File: src/rtl/core/msa_pkg.sv
// Shared codes for the max-spacing seat allocator.
// Holds the request kinds and result status codes; no dependencies.
package msa_pkg;

	typedef logic [1:0] status_t;

	localparam logic    KIND_TAKE      = 1'b0;
	localparam logic    KIND_RELEASE   = 1'b1;

	localparam status_t STATUS_OK      = 2'd0;
	localparam status_t STATUS_FULL    = 2'd1;
	localparam status_t STATUS_WAS_FREE = 2'd2;

endpackage

File: src/rtl/core/max_spacing_seat_allocator.sv
// Top level of the max-spacing seat allocator.
// Keeps the sorted occupied-slot list in one synchronous memory.
// Depends on msa_pkg.
//
// Each request is handled alone. A release scans the whole occupied list once and compacts
// it in the same pass. A take scans the list once to find the widest spacing and then
// shifts the entries above the chosen position up by one. The list memory has a single
// read and a single write port. A finished result waits in the output register while the
// next request is accepted. No clearing pass runs after reset.
module max_spacing_seat_allocator
	import msa_pkg::*;
#(
	parameter int MAX_SLOTS = 256
) (
	input  logic       clk,
	input  logic       arst_n,
	input  logic       in_valid,
	output logic       in_ready,
	input  logic       kind,
	input  logic [7:0] slot,
	output logic       out_valid,
	input  logic       out_ready,
	output logic [7:0] chosen_slot,
	output status_t    status,
	input  logic       cfg_wr_en,
	input  logic [8:0] cfg_wr_data
);

	localparam int AW    = $clog2(MAX_SLOTS);
	localparam int CW    = $clog2(MAX_SLOTS + 1);
	localparam int CMPW  = (AW > 8) ? AW : 8;
	localparam int RST_N = (256 > MAX_SLOTS) ? MAX_SLOTS : 256;

	typedef enum logic [1:0] {
		ST_IDLE,
		ST_SCAN,
		ST_SHIFT,
		ST_RESP
	} state_t;

	state_t          state_q;
	logic [CW-1:0]   n_q;
	logic [CW-1:0]   count_q;
	logic            kind_q;
	logic [7:0]      slot_q;
	logic [CW-1:0]   rd_idx_q;
	logic            rv_s1;
	logic [CW-1:0]   ridx_s1;
	logic [AW-1:0]   rdata_s1;
	logic            have_q;
	logic            found_q;
	logic [AW-1:0]   last_q;
	logic [AW-1:0]   best_q;
	logic [AW-1:0]   pick_q;
	logic [CW-1:0]   pos_q;
	logic [CW-1:0]   eff_q;
	status_t         res_status_q;

	logic [AW-1:0]   mem [MAX_SLOTS];

	logic            rd_en;
	logic [CW-1:0]   rd_tag;
	logic [CW-1:0]   rd_dec;
	logic            mem_we;
	logic [CW-1:0]   wr_idx;
	logic [AW-1:0]   wr_data;
	logic            in_row;
	logic [AW-1:0]   diff;
	logic [AW-1:0]   gap;
	logic [AW:0]     mid_sum;
	logic [CW-1:0]   tail_full;
	logic [AW-1:0]   tail;
	logic [CW-1:0]   nm1;
	logic            scan_done;
	logic [CW-1:0]   n_clamped;

	assign in_ready  = (state_q == ST_IDLE);
	assign rd_dec    = rd_idx_q - CW'(1);
	assign in_row    = CW'(rdata_s1) < n_q;
	assign diff      = rdata_s1 - last_q;
	assign gap       = diff >> 1;
	assign mid_sum   = {1'b0, last_q} + {1'b0, rdata_s1};
	assign nm1       = n_q - CW'(1);
	assign tail_full = nm1 - CW'(last_q);
	assign tail      = tail_full[AW-1:0];
	assign scan_done = !rd_en && !rv_s1;

	always_comb begin
		if (cfg_wr_data == 9'd0) begin
			n_clamped = CW'(1);
		end else if (32'(cfg_wr_data) > 32'(MAX_SLOTS)) begin
			n_clamped = CW'(MAX_SLOTS);
		end else begin
			n_clamped = CW'(cfg_wr_data);
		end
	end

	always_comb begin
		rd_en   = 1'b0;
		rd_tag  = rd_idx_q;
		mem_we  = 1'b0;
		wr_idx  = ridx_s1;
		wr_data = rdata_s1;
		case (state_q)
			ST_SCAN: begin
				rd_en  = (rd_idx_q != count_q);
				rd_tag = rd_idx_q;
				if (rv_s1 && kind_q == KIND_RELEASE && found_q) begin
					mem_we = 1'b1;
					wr_idx = ridx_s1 - CW'(1);
				end
			end
			ST_SHIFT: begin
				rd_en  = (rd_idx_q != pos_q);
				rd_tag = rd_dec;
				if (rv_s1) begin
					mem_we = 1'b1;
					wr_idx = ridx_s1 + CW'(1);
				end else if (!rd_en) begin
					mem_we  = 1'b1;
					wr_idx  = pos_q;
					wr_data = pick_q;
				end
			end
			default: begin
				rd_en = 1'b0;
			end
		endcase
	end

	always_ff @(posedge clk) begin
		if (mem_we) begin
			mem[wr_idx[AW-1:0]] <= wr_data;
		end
		if (rd_en) begin
			rdata_s1 <= mem[rd_tag[AW-1:0]];
		end
	end

	always_ff @(posedge clk or negedge arst_n) begin
		if (!arst_n) begin
			n_q <= CW'(RST_N);
		end else if (cfg_wr_en) begin
			n_q <= n_clamped;
		end
	end

	always_ff @(posedge clk or negedge arst_n) begin
		if (!arst_n) begin
			state_q      <= ST_IDLE;
			count_q      <= '0;
			kind_q       <= KIND_TAKE;
			slot_q       <= '0;
			rd_idx_q     <= '0;
			rv_s1        <= 1'b0;
			ridx_s1      <= '0;
			have_q       <= 1'b0;
			found_q      <= 1'b0;
			last_q       <= '0;
			best_q       <= '0;
			pick_q       <= '0;
			pos_q        <= '0;
			eff_q        <= '0;
			res_status_q <= STATUS_OK;
			out_valid    <= 1'b0;
			chosen_slot  <= '0;
			status       <= STATUS_OK;
		end else begin
			rv_s1   <= rd_en;
			ridx_s1 <= rd_tag;
			if (out_valid && out_ready && state_q != ST_RESP) begin
				out_valid <= 1'b0;
			end
			case (state_q)
				ST_IDLE: begin
					if (in_valid) begin
						kind_q   <= kind;
						slot_q   <= slot;
						rd_idx_q <= '0;
						have_q   <= 1'b0;
						found_q  <= 1'b0;
						last_q   <= '0;
						best_q   <= '0;
						pick_q   <= '0;
						pos_q    <= '0;
						eff_q    <= '0;
						state_q  <= ST_SCAN;
					end
				end
				ST_SCAN: begin
					if (rd_en) begin
						rd_idx_q <= rd_idx_q + CW'(1);
					end
					if (rv_s1) begin
						if (kind_q == KIND_RELEASE) begin
							if (!found_q && CMPW'(rdata_s1) == CMPW'(slot_q)) begin
								found_q <= 1'b1;
							end
						end else if (in_row) begin
							if (!have_q) begin
								have_q <= 1'b1;
								best_q <= rdata_s1;
								pick_q <= '0;
								pos_q  <= '0;
							end else if (gap > best_q) begin
								best_q <= gap;
								pick_q <= mid_sum[AW:1];
								pos_q  <= ridx_s1;
							end
							last_q <= rdata_s1;
							eff_q  <= ridx_s1 + CW'(1);
						end
					end
					if (scan_done) begin
						if (kind_q == KIND_RELEASE) begin
							if (found_q) begin
								count_q      <= count_q - CW'(1);
								res_status_q <= STATUS_OK;
							end else begin
								res_status_q <= STATUS_WAS_FREE;
							end
							state_q <= ST_RESP;
						end else if (have_q && tail <= best_q && best_q == '0) begin
							res_status_q <= STATUS_FULL;
							pick_q       <= '0;
							state_q      <= ST_RESP;
						end else begin
							res_status_q <= STATUS_OK;
							rd_idx_q     <= count_q;
							state_q      <= ST_SHIFT;
							if (!have_q) begin
								pick_q <= '0;
								pos_q  <= '0;
							end else if (tail > best_q) begin
								pick_q <= nm1[AW-1:0];
								pos_q  <= eff_q;
							end
						end
					end
				end
				ST_SHIFT: begin
					if (rd_en) begin
						rd_idx_q <= rd_dec;
					end
					if (scan_done) begin
						count_q <= count_q + CW'(1);
						state_q <= ST_RESP;
					end
				end
				ST_RESP: begin
					if (!out_valid || out_ready) begin
						out_valid <= 1'b1;
						status    <= res_status_q;
						if (kind_q == KIND_RELEASE) begin
							chosen_slot <= slot_q;
						end else begin
							chosen_slot <= 8'(pick_q);
						end
						state_q <= ST_IDLE;
					end
				end
				default: begin
					state_q <= ST_IDLE;
				end
			endcase
		end
	end

	// The occupied list never holds more entries than MAX_SLOTS.
	a_count_bound: assert property (@(posedge clk) disable iff (!arst_n)
		32'(count_q) <= 32'(MAX_SLOTS))
		else $error("occupied count exceeds MAX_SLOTS");

	// The list memory is written only while a request is being worked on.
	a_write_busy: assert property (@(posedge clk) disable iff (!arst_n)
		mem_we |-> (state_q == ST_SCAN || state_q == ST_SHIFT))
		else $error("list memory written while idle");

	// An accepted transaction always starts with a scan of the list.
	a_accept_scan: assert property (@(posedge clk) disable iff (!arst_n)
		(in_valid && in_ready) |=> (state_q == ST_SCAN))
		else $error("accepted transaction did not start a scan");

	// A full row reports slot zero.
	a_full_zero: assert property (@(posedge clk) disable iff (!arst_n)
		(out_valid && status == STATUS_FULL) |-> (chosen_slot == 8'd0))
		else $error("full-row result carries a nonzero slot");

	// The occupancy only changes at the end of a scan or a shift.
	a_count_change: assert property (@(posedge clk) disable iff (!arst_n)
		(count_q != $past(count_q)) |-> ($past(state_q) == ST_SCAN || $past(state_q) == ST_SHIFT))
		else $error("occupied count changed outside of a request");

endmodule
File: config.mk
export PLATFORM = sky130hd
export DESIGN_NAME = max_spacing_seat_allocator
export DESIGN_NICKNAME = d
export VERILOG_FILES = /design/src/rtl/core/msa_pkg.sv /design/src/rtl/core/max_spacing_seat_allocator.sv
export SDC_FILE = /design/constraint.sdc
export NUM_CORES = 2
export LEC_CHECK = 0
export BUFFER_PORTS_ARGS = -buffer_cell sky130_fd_sc_hd__buf_4
export CAP_MARGIN = 10
export CELL_PAD_IN_SITES_DETAIL_PLACEMENT = 1
export CELL_PAD_IN_SITES_GLOBAL_PLACEMENT = 1
export CORE_MARGIN = 1.5
export CORE_UTILIZATION = 56
export DETAILED_ROUTE_END_ITERATION = 16
export MAX_ROUTING_LAYER = met4
export PLACE_DENSITY_LB_ADDON = 0.2
export SLEW_MARGIN = 20
export SYNTH_ARGS = -nofsm -noshare
export SYNTH_HDL_FRONTEND = slang
export SYNTH_SLANG_ARGS = --single-unit
File: constraint.sdc
create_clock -name clk -period 23.3 [get_ports clk]
set_input_delay 2.33 -clock clk [delete_from_list [all_inputs] [get_ports clk]]
set_output_delay 2.33 -clock clk [all_outputs]
set_load 0.02 [all_outputs]
==> results_dict.tcl <==
set metrics [dict create \
    vias 46500 \
    outcome "finished clean" \
    clk_pin_slew_ps 70 \
    crit_path_end_kind "flop" \
    first_global_vias 47800 \
    cts_tree "built" \
    wl_um 244000 \
    synth_seq_cells 2161 \
    tns_ps 0 \
    slew-limit-headroom_pct 13.7 \
    synthFlopType "edfxtp_1" \
    drtIter0Drc 6100 \
    routedWlPerCell_um 35.6 \
    ys_warn_count 0 \
    grt_usage_pct 32.2 \
    critPathMostFrequentCell "buf_4" \
    syn_inst 4541 \
    rows 145 \
    clock_skew_ps 30.7 \
    finalCritPeriodShare_pct 27.9 \
    grt_max_degree 193 \
    setup_viol 0 \
    crit_fanout 78 \
    portBuffers 34 \
    syn_area_per_cell_um2 19.4 \
    chipWidth_um 399 \
    num_io_pins 35 \
    seq_area_frac_synth_pct 73.2 \
    cts.repair.resized 0 \
    die_area_mm2 0.159 \
    critPathMaxStageDelay_ps 830 \
    nets 4704 \
    dieHeight_um 399 \
    drive_gt1_share_pct 22.0 \
    drcViolationCount 0 \
    peakVddDrop_mv 0.180 \
    postCtsSetupRepairBufs 0 \
    cts_buffers 212 \
    cts_buffer_depth 3 \
    synth_cell_type_count 96 \
    final_antenna_net_count 0 \
    syn_nets 4627 \
    hold_path_class "flop to flop" \
    dp_hpwl_um 148000 \
    start_kind "flop" \
    crit_arrival_ps 7070 \
    cts-root-buf "clkbuf_16" \
    overflow 0 \
    first_pass_iters 6 \
    gp_congestion 0.865 \
    power.density_mw_per_mm2 151 \
    antenna_found_initial 13 \
    critPathSlowestCell "buf_4" \
    worstSetupPathType "flop to flop" \
    postLayoutCoreUtil_pct 62.1 \
    core_area_mm2 0.156 \
    initial_core_util_pct 56.3 \
    setup_slack_ps 16790 \
    dp_cells 6461 \
    max_freq_mhz 154 \
    synth-async-reset-ratio_pct 4.86 \
    area_delta_synth_final_pct 10.3 \
    cts.htree.levels 4 \
    pre_cts_slack_ps 16840 \
    grt_pass1_wl_um 352000 \
    cts_sinks 2161 \
    required_ps 23860 \
    clk-insertion-delay-late_ps 860 \
    synth_edf_count 2056 \
    slew_viol_final 0 \
    syn_area_mm2 0.0879 \
    worst_pin_slew_ps 1290 \
    ctsHoldBuffers 0 \
    cap_violations 0 \
    period_needed_ps 6510 \
    rsz0062_at_grt "false" \
    fin_cells 6856 \
    crit_chain "inv_1 > ha_1 > and2b_1 > nor2_8 > inv_8 > buf_4 > buf_4 > buf_4 > mux4_2 > mux4_2 > nand3_1 > nand4_1 > a211oi_1 > nand4_1" \
    p_leak_uw 0.0307 \
    via_per_inst 6.79 \
    hold_viol 0 \
]
cell usage after synthesis, types with 10 or more instances:
cell       number  area [µm²]
o21ai_0        80         400
o22ai_1        21         131
mux4_2        558       12600
o31ai_1        17         128
buf_2          97         485
dfrtp_1       104        2600
nand3_1       102         510
mux2_2         26         293
buf_6          12         135
a31oi_1        13        81.3
o2111ai_1      17         149
xnor2_1        39         342
a21o_1         11        82.6
edfxtp_1     2056       61700
nand2_1       256         961
a22o_1         19         166
nor3_1         28         140
ha_1           59         738
nor2b_1        12        75.1
a21oi_1        81         405
nor4_1         15        93.8
buf_4          47         353
nand2b_1       14        87.6
a22oi_1        45         338
nor2_1        299        1120
inv_1          67         251
mux2i_1        82         821
clkbuf_1       85         319
xor2_1         39         342
and3_1         13        81.3
nand4_1        27         169
a211oi_1       10        75.1
per-layer routing:
layer	wire (µm)	global-route usage, %	up-vias
li1	-	-	18700
met1	94000	44.0	24800
met2	117000	48.7	2660
met3	24000	6.71	454
met4	9090	11.4	0
met5	0	-	-
through the flow:
step / total power, µW / instance area (µm²) / hold slack (ps)
after global routing: 15000 / 96900 / 504
final: 14600 / 97000 / 486
after detailed placement: 11300 / 90200 / 472
after global placement: 11100 / 90200 / 460
after floorplan: 9210 / 87900 / 445
after CTS: 14600 / 96900 / 485
critical path, delay by kind of cell, from the launching register on:
kind	cells	cell delay (ps)
flip-flops	1	510
buffers and inverters	5	3000
multiplexers	2	1050
AND/OR/NAND/NOR	5	850
AO/OA/AOI/OAI	1	390
adder cells (fa/ha/maj)	1	350
final timing paths:
path	end	start	slack [ps]	cells after the start
max	rdata_s1[1]	rd_idx_q[0]	16790	14
min	res_status_q[0]	res_status_q[0]	490	2
max reg2reg	rdata_s1[1]	rd_idx_q[0]	16790	14
min reg2reg	res_status_q[0]	res_status_q[0]	490	2
max in group asynchronous	n_q[6]	arst_n	20510	2
min in group asynchronous	count_q[7]	arst_n	1540	1
cell type report:
cell class / count / area [µm²]
fillers: 13000 / 59100
diodes: 11 / 27.5
well taps: 2058 / 2570
repair buffers: 116 / 960
clock buffers: 258 / 5580
flip-flops and latches: 2161 / 64400
inverters: 73 / 302
clock inverters: 125 / 1070
multi-input cells: 2054 / 22100
state kept, by name (all words and copies together) (netlist names):
register / flops
best_q: 8
chosen_slot: 8
count_q: 9
eff_q: 9
found_q: 1
have_q: 1
kind_q: 1
last_q: 8
mem: 2048
n_q: 9
out_valid: 1
pick_q: 8
pos_q: 9
rd_idx_q: 9
rdata_s1: 8
res_status_q: 2
ridx_s1: 9
rv_s1: 1
slot_q: 8
state_q: 2
status: 2
logic make-up (layout without fill, tap and decap cells):
logic type | count (synthesis) | count (layout) | share of synthesized area (%)
flops | 2161 | 2161 | 73.2
simple gates | 831 | 831 | 4.26
mux | 670 | 670 | 15.7
compound gates | 411 | 411 | 3.20
buf+inv | 326 | 572 | 1.89
xor+xnor | 79 | 79 | 0.796
fa+ha+maj | 63 | 63 | 0.931
other cells | 0 | 11 | 0
layout by cell type (no fill, tap or decap), types with 17 or more instances in the layout:
cell type  count
edfxtp_1    2056
mux4_2       558
nor2_1       291
nand2_1      256
clkbuf_16    217
buf_4        108
dfrtp_1      104
nand3_1      102
mux2i_1       82
a21oi_1       81
o21ai_0       78
inv_1         66
ha_1          58
clkinv_1      47
a22oi_1       45
clkinv_2      44
clkbuf_1      41
xor2_1        38
xnor2_1       37
nand4_1       27
nor3_1        27
o22ai_1       21
a22o_1        19
mux2_2        19
o31ai_1       17
o2111ai_1     17
where the power goes:
| part | internal (µW) | switching, µW | leakage [µW] |
|---|---|---|---|
| registers | 5130 | 144 | 0.0199 |
| logic | 2050 | 3930 | 0.00752 |
| clock network | 1870 | 1470 | 0.00326 |
No activity file was read; power rests on OpenSTA's default activity.
